==> src/rtl/wsd_pkg.sv <==
`default_nettype none

package wsd_pkg;

   localparam int unsigned LenWidth   = 64;
   localparam int unsigned ByteWidth  = 8;
   localparam int unsigned RspDataW   = 80;
   localparam int unsigned QueueDepth = 4;
   localparam int unsigned QueuePtrW  = $clog2(QueueDepth);

   localparam logic [6:0] LEN7_MASK  = 7'h7F;
   localparam logic [3:0] OPCODE_MSK = 4'hF;
   localparam logic [6:0] LEN7_MAX   = 7'd125;
   localparam logic [6:0] LEN7_EXT16 = 7'd126;
   localparam logic [6:0] LEN7_EXT64 = 7'd127;

   localparam logic [1:0] KIND_HEADER  = 2'd0;
   localparam logic [1:0] KIND_PAYLOAD = 2'd1;
   localparam logic [1:0] KIND_ERROR   = 2'd2;

   localparam logic [1:0] ERR_NONE       = 2'd0;
   localparam logic [1:0] ERR_NOT_MASKED = 2'd1;
   localparam logic [1:0] ERR_SHORT_BUF  = 2'd2;
   localparam logic [1:0] ERR_TOO_LONG   = 2'd3;

   typedef struct packed {
      logic [1:0]          kind;
      logic [7:0]          data_byte;
      logic                final_flag;
      logic [3:0]          frame_opcode;
      logic [LenWidth-1:0] payload_length;
      logic                last_payload;
      logic [1:0]          error_code;
   } rsp_item_type;

   // Up to two result items per input item
   typedef struct packed {
      logic [1:0]   count;
      rsp_item_type res_a;
      rsp_item_type res_b;
   } parse_out_type;

   function automatic rsp_item_type make_error(input logic [1:0] code);
      rsp_item_type r;
      r            = '0;
      r.kind       = KIND_ERROR;
      r.error_code = code;
      return r;
   endfunction

endpackage

`default_nettype wire

==> src/rtl/wsd_parser.sv <==
`default_nettype none

module wsd_parser
   import wsd_pkg::*;
(
   input  wire logic                clock,
   input  wire logic                reset,
   input  wire logic                csr_we,
   input  wire logic [LenWidth-1:0] csr_value,
   input  wire logic                item_valid,
   input  wire logic [7:0]          item_byte,
   input  wire logic                item_eob,
   output parse_out_type            parse_out
);

   typedef enum logic [2:0] {
      PH_HDR0 = 3'd0,
      PH_HDR1 = 3'd1,
      PH_EXT  = 3'd2,
      PH_KEY  = 3'd3,
      PH_DATA = 3'd4,
      PH_SKIP = 3'd5
   } phase_type;

   phase_type           phase_ff, phase_in;
   logic                fin_ff, fin_in;
   logic [3:0]          opcode_ff, opcode_in;
   logic [3:0]          len_left_ff, len_left_in;
   logic [LenWidth-1:0] len_acc_ff, len_acc_in;
   logic [31:0]         mask_key_ff, mask_key_in;
   logic [1:0]          key_idx_ff, key_idx_in;
   logic [LenWidth-1:0] remain_ff, remain_in;
   logic [LenWidth-1:0] max_len_ff;

   logic [6:0]          len7;
   logic [7:0]          key_byte;
   phase_type           done_phase;

   assign len7       = item_byte[6:0] & LEN7_MASK;
   assign key_byte   = mask_key_ff[{~key_idx_ff, 3'b000} +: 8];
   assign done_phase = item_eob ? PH_HDR0 : PH_SKIP;

   always_comb begin
      phase_in    = phase_ff;
      fin_in      = fin_ff;
      opcode_in   = opcode_ff;
      len_left_in = len_left_ff;
      len_acc_in  = len_acc_ff;
      mask_key_in = mask_key_ff;
      key_idx_in  = key_idx_ff;
      remain_in   = remain_ff;
      parse_out   = '0;

      if (item_valid) begin
         case (phase_ff)
            PH_HDR0: begin
               fin_in      = item_byte[7];
               opcode_in   = item_byte[3:0] & OPCODE_MSK;
               len_left_in = '0;
               len_acc_in  = '0;
               mask_key_in = '0;
               key_idx_in  = '0;
               remain_in   = '0;
               if (item_eob) begin
                  parse_out.res_a = make_error(ERR_SHORT_BUF);
                  parse_out.count = 2'd1;
                  phase_in        = PH_HDR0;
               end else begin
                  phase_in = PH_HDR1;
               end
            end
            PH_HDR1: begin
               if (!item_byte[7]) begin
                  parse_out.res_a = make_error(ERR_NOT_MASKED);
                  parse_out.count = 2'd1;
                  phase_in        = done_phase;
               end else begin
                  key_idx_in = '0;
                  if (len7 == LEN7_EXT16) begin
                     len_acc_in  = '0;
                     len_left_in = 4'd2;
                     phase_in    = PH_EXT;
                  end else if (len7 == LEN7_EXT64) begin
                     len_acc_in  = '0;
                     len_left_in = 4'd8;
                     phase_in    = PH_EXT;
                  end else begin
                     len_acc_in = {{(LenWidth-7){1'b0}}, len7};
                     phase_in   = PH_KEY;
                  end
                  if (item_eob) begin
                     parse_out.res_a = make_error(ERR_SHORT_BUF);
                     parse_out.count = 2'd1;
                     phase_in        = PH_HDR0;
                  end
               end
            end
            PH_EXT: begin
               len_acc_in  = {len_acc_ff[LenWidth-9:0], item_byte};
               len_left_in = len_left_ff - 4'd1;
               if (len_left_in == 4'd0) begin
                  phase_in = PH_KEY;
               end
               if (item_eob) begin
                  parse_out.res_a = make_error(ERR_SHORT_BUF);
                  parse_out.count = 2'd1;
                  phase_in        = PH_HDR0;
               end
            end
            PH_KEY: begin
               mask_key_in = {mask_key_ff[23:0], item_byte};
               if (key_idx_ff == 2'd3) begin
                  key_idx_in = '0;
                  if (len_acc_ff > max_len_ff) begin
                     parse_out.res_a = make_error(ERR_TOO_LONG);
                     parse_out.count = 2'd1;
                     phase_in        = done_phase;
                  end else begin
                     parse_out.res_a.kind           = KIND_HEADER;
                     parse_out.res_a.final_flag     = fin_ff;
                     parse_out.res_a.frame_opcode   = opcode_ff;
                     parse_out.res_a.payload_length = len_acc_ff;
                     parse_out.count                = 2'd1;
                     remain_in                      = len_acc_ff;
                     if (len_acc_ff == '0) begin
                        phase_in = done_phase;
                     end else begin
                        phase_in = PH_DATA;
                        if (item_eob) begin
                           parse_out.res_b = make_error(ERR_SHORT_BUF);
                           parse_out.count = 2'd2;
                           phase_in        = PH_HDR0;
                        end
                     end
                  end
               end else begin
                  key_idx_in = key_idx_ff + 2'd1;
                  if (item_eob) begin
                     parse_out.res_a = make_error(ERR_SHORT_BUF);
                     parse_out.count = 2'd1;
                     phase_in        = PH_HDR0;
                  end
               end
            end
            PH_DATA: begin
               key_idx_in                   = key_idx_ff + 2'd1;
               remain_in                    = remain_ff - {{(LenWidth-1){1'b0}}, 1'b1};
               parse_out.res_a.kind         = KIND_PAYLOAD;
               parse_out.res_a.data_byte    = item_byte ^ key_byte;
               parse_out.res_a.last_payload = (remain_in == '0);
               parse_out.count              = 2'd1;
               if (remain_in == '0) begin
                  phase_in = done_phase;
               end else if (item_eob) begin
                  parse_out.res_b = make_error(ERR_SHORT_BUF);
                  parse_out.count = 2'd2;
                  phase_in        = PH_HDR0;
               end
            end
            default: begin
               // Drop bytes until the buffer ends
               if (item_eob) begin
                  phase_in = PH_HDR0;
               end
            end
         endcase
      end
   end

   always_ff @(posedge clock) begin
      if (reset) begin
         phase_ff    <= PH_HDR0;
         fin_ff      <= 1'b0;
         opcode_ff   <= '0;
         len_left_ff <= '0;
         len_acc_ff  <= '0;
         mask_key_ff <= '0;
         key_idx_ff  <= '0;
         remain_ff   <= '0;
         max_len_ff  <= '1;
      end else begin
         phase_ff    <= phase_in;
         fin_ff      <= fin_in;
         opcode_ff   <= opcode_in;
         len_left_ff <= len_left_in;
         len_acc_ff  <= len_acc_in;
         mask_key_ff <= mask_key_in;
         key_idx_ff  <= key_idx_in;
         remain_ff   <= remain_in;
         if (csr_we) begin
            max_len_ff <= csr_value;
         end
      end
   end

endmodule

`default_nettype wire

==> src/rtl/wsd_rsp_queue.sv <==
`default_nettype none

module wsd_rsp_queue
   import wsd_pkg::*;
(
   input  wire logic          clock,
   input  wire logic          reset,
   input  parse_out_type      push,
   input  wire logic          pop,
   output rsp_item_type       head,
   output logic               not_empty,
   output logic [QueuePtrW:0] fill
);

   rsp_item_type         slot_ff [QueueDepth];
   logic [QueuePtrW-1:0] wr_ptr_ff, wr_ptr_in;
   logic [QueuePtrW-1:0] rd_ptr_ff, rd_ptr_in;
   logic [QueuePtrW:0]   fill_ff, fill_in;
   logic                 do_pop;

   assign not_empty = (fill_ff != '0);
   assign head      = slot_ff[rd_ptr_ff];
   assign fill      = fill_ff;
   assign do_pop    = pop && not_empty;

   always_comb begin
      wr_ptr_in = wr_ptr_ff + QueuePtrW'(push.count);
      rd_ptr_in = rd_ptr_ff + QueuePtrW'(do_pop);
      fill_in   = fill_ff + (QueuePtrW+1)'(push.count) - (QueuePtrW+1)'(do_pop);
   end

   always_ff @(posedge clock) begin
      if (reset) begin
         wr_ptr_ff <= '0;
         rd_ptr_ff <= '0;
         fill_ff   <= '0;
      end else begin
         wr_ptr_ff <= wr_ptr_in;
         rd_ptr_ff <= rd_ptr_in;
         fill_ff   <= fill_in;
      end
   end

   always_ff @(posedge clock) begin
      if (push.count != 2'd0) begin
         slot_ff[wr_ptr_ff] <= push.res_a;
      end
      if (push.count == 2'd2) begin
         slot_ff[wr_ptr_ff + QueuePtrW'(1)] <= push.res_b;
      end
   end

endmodule

`default_nettype wire

==> src/rtl/websocket_frame_deframer.sv <==
`default_nettype none

// WebSocket client frame deframer. Feed the received buffer one byte per item
// on req_, with req_tlast set on the buffer's last byte. Each frame gives one
// header item (FIN, opcode, payload length) once its masking key is in, then
// one item per payload byte, unmasked with the rotating key, with rsp_tlast on
// the final byte. Errors (frame not masked, buffer ended inside a frame,
// length above the limit in csr_data) come out as error items, after which
// bytes are dropped until the buffer ends. Throughput is one byte per clock
// while the result queue has room: a byte is captured in the input register,
// decoded combinationally against the frame state, and its results (one, or
// two when the buffer ends before a payload is complete) are written into a
// four-entry result queue, which shows them to the sink. The input register
// only advances while the queue has room for two results, so a stalled sink
// holds back req_tready once three results are waiting and a byte sits in the
// input register. csr_ready is always high; write the limit only while no
// frame is in flight.
module websocket_frame_deframer
   import wsd_pkg::*;
(
   input  wire logic                clock,
   input  wire logic                reset,

   input  wire logic                req_tvalid,
   output logic                     req_tready,
   input  wire logic [7:0]          req_tdata,   // in_byte
   input  wire logic                req_tlast,   // end_of_buffer

   output logic                     rsp_tvalid,
   input  wire logic                rsp_tready,
   // data_byte[7:0], final_flag[8], frame_opcode[12:9], payload_length[76:13],
   // error_code[78:77], zero[79]
   output logic [RspDataW-1:0]      rsp_tdata,
   output logic [1:0]               rsp_tuser,   // kind
   output logic                     rsp_tlast,   // last_payload

   input  wire logic                csr_valid,
   output logic                     csr_ready,
   input  wire logic [LenWidth-1:0] csr_data     // max_payload_length
);

   logic          in_valid_ff, in_valid_in;
   logic [7:0]    in_byte_ff;
   logic          in_eob_ff;
   logic          advance;
   logic          req_fire;

   parse_out_type      parse_out;
   rsp_item_type       head;
   logic               not_empty;
   logic [QueuePtrW:0] fill;

   // Advance the input register only when the queue can take two results
   assign advance    = in_valid_ff && (fill <= (QueuePtrW+1)'(QueueDepth - 2));
   assign req_tready = !in_valid_ff || advance;
   assign req_fire   = req_tvalid && req_tready;
   assign csr_ready  = 1'b1;

   always_comb begin
      in_valid_in = in_valid_ff;
      if (req_tready) begin
         in_valid_in = req_tvalid;
      end
   end

   always_ff @(posedge clock) begin
      if (reset) begin
         in_valid_ff <= 1'b0;
      end else begin
         in_valid_ff <= in_valid_in;
      end
   end

   // Payload of the input register: hold unless a new item is taken
   always_ff @(posedge clock) begin
      if (req_fire) begin
         in_byte_ff <= req_tdata;
         in_eob_ff  <= req_tlast;
      end
   end

   wsd_parser u_parser (
      .clock      (clock),
      .reset      (reset),
      .csr_we     (csr_valid && csr_ready),
      .csr_value  (csr_data),
      .item_valid (advance),
      .item_byte  (in_byte_ff),
      .item_eob   (in_eob_ff),
      .parse_out  (parse_out)
   );

   wsd_rsp_queue u_queue (
      .clock     (clock),
      .reset     (reset),
      .push      (parse_out),
      .pop       (rsp_tready),
      .head      (head),
      .not_empty (not_empty),
      .fill      (fill)
   );

   assign rsp_tvalid = not_empty;
   assign rsp_tuser  = head.kind;
   assign rsp_tlast  = head.last_payload;
   assign rsp_tdata  = {1'b0, head.error_code, head.payload_length,
                        head.frame_opcode, head.final_flag, head.data_byte};

endmodule

`default_nettype wire

==> config.mk <==
export PLATFORM = sky130hd
export DESIGN_NAME = websocket_frame_deframer
export DESIGN_NICKNAME = d
export VERILOG_FILES = /design/src/rtl/wsd_pkg.sv /design/src/rtl/wsd_parser.sv /design/src/rtl/wsd_rsp_queue.sv /design/src/rtl/websocket_frame_deframer.sv
export SDC_FILE = /design/constraint.sdc
export NUM_CORES = 1
export LEC_CHECK = 0
export BUFFER_PORTS_ARGS = -buffer_cell sky130_fd_sc_hd__buf_4
export CAP_MARGIN = 10
export CORE_MARGIN = 2
export CORE_UTILIZATION = 50
export CTS_CLUSTER_SIZE = 10
export DETAILED_ROUTE_END_ITERATION = 16
export GPL_TIMING_DRIVEN = 0
export PLACE_DENSITY = 0.74
export SYNTH_ARGS = -nofsm -noshare
export SYNTH_HDL_FRONTEND = slang
export SYNTH_SLANG_ARGS = --single-unit
==> constraint.sdc <==
create_clock -name clock -period 4.7 [get_ports clock]
set_clock_uncertainty 0.05 [all_clocks]
set_input_delay 0.94 -clock clock [delete_from_list [all_inputs] [get_ports clock]]
set_output_delay 0.94 -clock clock [all_outputs]
set_load 0.005 [all_outputs]
### Word-level counts from Yosys, hierarchy flattened

Memory sizes are Yosys's and may differ from the RTL's. A register that Yosys moved wholly into a read port is not among the register bits.
Index checks and enable logic that the tools add are counted.

* bits in latches: 0
* output and inout port bits: 86
* bits of input ports: 78
* logic and storage cells: 120
* register bits: 255
* memories: 1
* RAM bits: 328
* bits in read-only memories: 0

Memory list
* u_queue.slot_ff: words 4, width 82, rd ports 1, clocked after memory_dff 1, write ports 2, RTL line wsd_rsp_queue.sv:15 `rsp_item_type slot_ff [QueueDepth];`

* reductions and logical operators: 23
* equal/unequal tests: 13
* shift operators: 1
* multiply operators: 0
* bitwise operators: 2
* $add $sub $neg: 8
* div/mod/pow operators: 0
* multiplexer cells: 55
* order comparisons: 2

Operator list (number)
* 82-bit two-way mux: 5
* 64-bit one-hot mux with 3 select lines: 2
* 64-bit two-way mux: 4
* 69-bit one-hot mux with 3 select lines: 1
* 84-bit two-way mux: 2
* 166-bit two-way mux: 1
* 82-bit one-hot mux with 2 select lines: 1
* 64-bit zero test: 2
* 83-bit two-way mux: 1
* 69-bit two-way mux: 1
* 64-bit greater-than comparator: 1
* 32-bit one-hot mux with 2 select lines: 1
* 64-bit by 1-bit subtractor with 64-bit output (second input constant): 1
* 12-bit one-hot mux with 4 select lines: 1
* 3-bit two-way mux: 12
* 32-bit by 6-bit indexed part select with 8-bit output: 1
* 4-bit two-way mux: 4
* 3-bit one-hot mux with 5 select lines: 1
* 7-bit equality test (second input constant): 2
* 2-bit two-way mux: 7
* 4-bit one-hot mux with 3 select lines: 1
* 3-bit nonzero test: 3
* 2-bit one-hot mux with 4 select lines: 1
* 4-bit AND reduction: 2
* 31 further kinds: 46

### Logic depth before layout (Yosys ltp)

* depth in word-level cells: 9
* mapped depth: 17

### Cells and area by module

A second synthesis with hierarchy kept.

* cells, all modules: 2762
* area total of the unflattened synthesis: 31343.8 um2

Modules (own cells, without submodules)
* wsd_rsp_queue: times used 1, cells each 839, area an instance 16248.1 um2
* wsd_parser: times used 1, cells each 1900, area an instance 14716.6 um2
* websocket_frame_deframer: times used 1, cells each 23, area an instance 379.1 um2

### Worst setup path before layout

No wires, ideal clock.

* kind: flip-flop to flip-flop
* start point: reg u_parser.remain_ff[5]
* end point: reg u_queue.fill_ff[1], in the netlist u_queue.fill[1]
* data arrival time: 3.730 ns
* buffers on the path: 2
* library setup time: 0.128 ns
* setup slack: 0.793 ns
* cell stages (with the launch flop): 16
* cell sequence: dfxtp_1 clkbuf_1 nor4_4 nand3_2 or3_1 buf_2 nor4b_1 xnor2_1 o2111ai_1 nor4_4 o22ai_4 inv_1 ha_1 inv_1 fa_1 nor2b_1

* cells in the longest elaborated chain, start to end: 7

Ends and longest elaborated chain
* from (decl): RTL line wsd_parser.sv:32 `logic [LenWidth-1:0] remain_ff, remain_in;`
* from (signal assigned): RTL line wsd_parser.sv:189 `remain_ff <= remain_in;`
* 64-bit by 1-bit subtractor with 64-bit output: RTL line wsd_parser.sv:147 `remain_in = remain_ff - {{(LenWidth-1){1'b0}}, 1'b1};`
* 64-bit zero test: RTL line wsd_parser.sv:152 `if (remain_in == '0) begin`
* 2-bit two-way mux: RTL line wsd_parser.sv:152
* 12-bit one-hot mux with 4 select lines: RTL line wsd_parser.sv:55 `case (phase_ff)`
* 166-bit two-way mux: RTL line wsd_parser.sv:54 `if (item_valid) begin`
* 3-bit by 2-bit adder with 3-bit output: RTL line wsd_rsp_queue.sv:29 `fill_in = fill_ff + (QueuePtrW+1)'(push.count) - (QueuePtrW+1)'(do_pop);`
* 3-bit by 1-bit subtractor with 3-bit output: RTL line wsd_rsp_queue.sv:29
* net u_queue.fill_in[1]: RTL line wsd_rsp_queue.sv:18 `logic [QueuePtrW:0] fill_ff, fill_in;`
* to (signal assigned): RTL line wsd_rsp_queue.sv:40 `fill_ff <= fill_in;`
* to (decl): RTL line wsd_rsp_queue.sv:18

The timed path passes the listed nets, and every way through them passes these cells.
A chain may end at the register's enable or synchronous reset.

==> metrics.md <==
| Metric | Value |
|---|---|
| Status | complete, no violations |
| Die Span X | 233.5 um |
| Post-Route WL | 93.87 mm |
| Worst path arrival time | roughly 5100 ps |
| CTS Hold Bufs | 0 |
| Clock latency at the later pin of the worst-skew pair | 610 ps |
| Placer congestion estimate | around 1.0 |
| Crit Reg-Reg Endpoint | u_queue.slot_ff[2][22]$_SDFFE_PP0P_ |
| Chip height | 233.5 um |
| Hold Crit Class | flop to flop |
| Fmax | ~220 MHz |
| Nature of the critical path endpoint | flop |
| Synth-to-layout area growth | 16.67% |
| Post-Synthesis Cell Area | 26,330 sq um |
| Leak | 12.15 nW |
| Clock sink count | between 500 and 600 |
| Hold Path Origin | u_queue.slot_ff[0][51]$_SDFFE_PP0P_ |
| Total track usage | 33.97% |
| R2r setup slk | 90 ps |
| Row count | 84 |
| Crit. Startpoint | u_parser.remain_ff[0]$_SDFFE_PP0P_ |
| Tcrit/Tclk final | between 90 and 100% |
| Slew @ Worst Pin | 1349 ps |
| Worst setup path endpoint | u_queue.slot_ff[2][22]$_SDFFE_PP0P_ |
| Drc violations | 0 |
| Final Hold Viols | 0 |
| Via-to-Cell Ratio | approximately 6.5 |
| Slew headroom | 10.09% |
| Ratio of cells with drive above 1 in the final layout | 15.85% |
| Setup TNS | 0 ps |
| Final net count | 3,214 |
| Syn_area_per_cell | 9.371 sq um |
| Setup violations, final | 0 |
| Placed Area | 28,470 sq um |
| CP required | 5180 ps |
| Die outline area | 54,520 sq um |
| Distinct cells, synth | around 70 |
| Clock transition at path regs | about 60 ps |
| Most used DFF post-synth | dfxtp_1 |
| CTS H-tree depth | 3 |
| Largest net degree at the start of global routing | 14 |
| Setup Crit Path Kind | flop to flop |
| Top Ports | 164 |
| Antenna violations before repair | 2 |
| Peak VDD IR | 0.2955 mV |
| Total iterations of the first detailed-routing run | 8 |
| Vias in the first global route | 23,840 |
| TritonCTS Buffers | 70 |
| Port Buffers | 160 |
| Initial core utilization | 50.31% |
| Longest Clk Path Bufs | 3 |
| Async set-reset flop share out of synthesis | 0% |
| Biggest area consumer among synthesized cells | dfxtp_1 |
| Finished Layout Cells | 3,767 |
| Total grt overflow | 0 |
| FF+latch count, synth | 583 |
| Top-count cell post-synth | dfxtp_1 |
| Core area | 52,340 sq um |
| Synth top cells by count | 566 x dfxtp_1, 329 x nand2_1, 239 x a22o_1 |
| Post-synth EDFFs | 17 |
| Antenna cells | 0 |
| Cells after DPL | 3,663 |
| Synth warnings | 0 |
| Min cycle time layout | between 4000 and 5000 ps |
| FILL cells | 4,511 |
| Post-route cell area | around 31,000 sq um |
| Final Max Tran Viols | 0 |
| Startpoint Class | flop |
| Pwr Density | 405.1 nW/um^2 |
| First-pass GRT wire length | roughly 140 mm |
| Worst Reg-to-Reg Cells | 15 |
| Drt initial violations | 2,653 |
| Clk root buf | clkbuf_16 |
| Max Cap Violations | 0 |
| Drt wl/cell | 24.92 um |
| Post-Synthesis Cells | 2,810 |
| Syn nets | approximately 3,000 |
| ANT nets after route | 0 |
| CTS tree | yes |
| Top cells by area, synth | dfxtp_1 43%, a22o_1 7.9%, mux4_2 7.7% |
| Share of the synthesized area in the top cell type | between 40% and 50% |
| Seq/Total Area, Yosys | 44.97% |
| Detail Placement HPWL | 66.05 mm |
| Vias | 24,360 |
| Crit Path Max Fanout | 10 |
| Worst r2r src | u_parser.remain_ff[0]$_SDFFE_PP0P_ |
critical path, stage by stage, from the launching register on:
cell and delay, ps:
dfxtp_1 330, nor2_1 540, nand4_1 290, or3_1 480, buf_2 240, o31a_1 310, nor4_2 340, nand4_1 230
nor4_4 310, buf_4 200, buf_4 150, nor4_1 70, o21ai_4 230, buf_4 210, buf_2 330, a22o_1 210
sequential cells by signal (all words and copies together), names as in the netlist, 2 cells and up:
name and flops:
u_queue.slot_ff 328, u_parser.len_acc_ff 64, u_parser.max_len_ff 64, u_parser.remain_ff 64, u_parser.mask_key_ff 32, in_byte_ff 8, u_parser.len_left_ff 4, u_parser.opcode_ff 4
u_parser.phase_ff 3, u_queue.fill 3, u_parser.key_idx_ff 2, u_queue.rd_ptr_ff 2, u_queue.wr_ptr_ff 2
area by class of cell:
class / instances / area, sq um / area share [%]
inverters: 93 / 349.1 / 1.136
multi-input cells: 1849 / 13100 / 42.65
clock buffers: 86 / 1896 / 6.170
well taps: 688 / 860.8 / 2.802
repair buffers: 180 / 1366 / 4.447
flip-flops and latches: 583 / 11840 / 38.54
clock inverters: 4 / 47.55 / 0.1548
plain buffers: 284 / 1259 / 4.097
timing repair:
action / in CTS / in global routing
resized for setup: 18 / 21
setup endpoints to repair: 386 / 270
buffers inserted: 8 / 5
pin swaps: 4 / 4
endpoints found under the hold margin: 0 / 0
logic make-up after synthesis:
logic type                 after synthesis  share of synthesized area (%)
AOI/OAI and AO/OA                      768                          20.77
xor gates and xnor gates                42                          1.397
adders and majority gates               75                          3.592
buffers and inverters                  378                          6.058
DFF                                    583                          44.97
muxes                                   92                          7.773
other                                    2                        0.02852
and+or+nand+nor                        870                          15.41
report_power, final:
part	switching, W	internal (W)	leakage (nW)	total, W
logic	0.00160	0.000796	6.46	0.00240
clock network	0.00203	0.00285	0.949	0.00488
registers	0.0000896	0.00508	4.74	0.00517
total	0.00372	0.00873	12.2	0.0124
stage by stage:
step                util, %  setup WS (ps)  hold WS [ps]  total power [W]
finish                58.70          86.47         402.5          0.01244
global route          58.70         -3.160         417.3          0.01282
CTS                   58.46          23.66         400.6          0.01234
detailed placement    54.39          -1071         393.4         0.007500
global placement      54.25          -1987         385.3         0.007488
floorplan                 -          792.6         376.4         0.006743
cells in the final DEF, fill, tap and decap left out, types with 73 or more instances in the layout:
cell	instances
nand2_1	329
a22o_1	239
nand3_1	152
a21oi_1	234
clkbuf_1	169
clkbuf_16	73
ha_1	74
buf_4	180
nor2_1	158
inv_1	90
mux4_2	90
dfxtp_1	566
metal layers:
layer / track usage (%) / vias to the layer above / part of all wire (%)
li1: - / 10760 / -
met1: 43.30 / 11920 / 39
met2: 53.76 / 1408 / 45
met3: 8.252 / 268 / 10
met4: 17.01 / 4 / 5.2
met5: 0 / - / 0.029
how the worst min path moves through the flow:
stage	cells past startpoint	endpoint
2_1_floorplan	2	u_queue.slot_ff[0][10]$_SDFFE_PP0P_
3_3_place_gp	2	u_queue.slot_ff[0][58]$_SDFFE_PP0P_
3_5_place_dp	2	u_queue.slot_ff[0][21]$_SDFFE_PP0P_
4_1_cts	2	u_queue.slot_ff[0][36]$_SDFFE_PP0P_
5_1_grt	2	u_queue.slot_ff[0][54]$_SDFFE_PP0P_
6_report	2	u_queue.slot_ff[0][51]$_SDFFE_PP0P_
(Power assumes the default switching activity.)
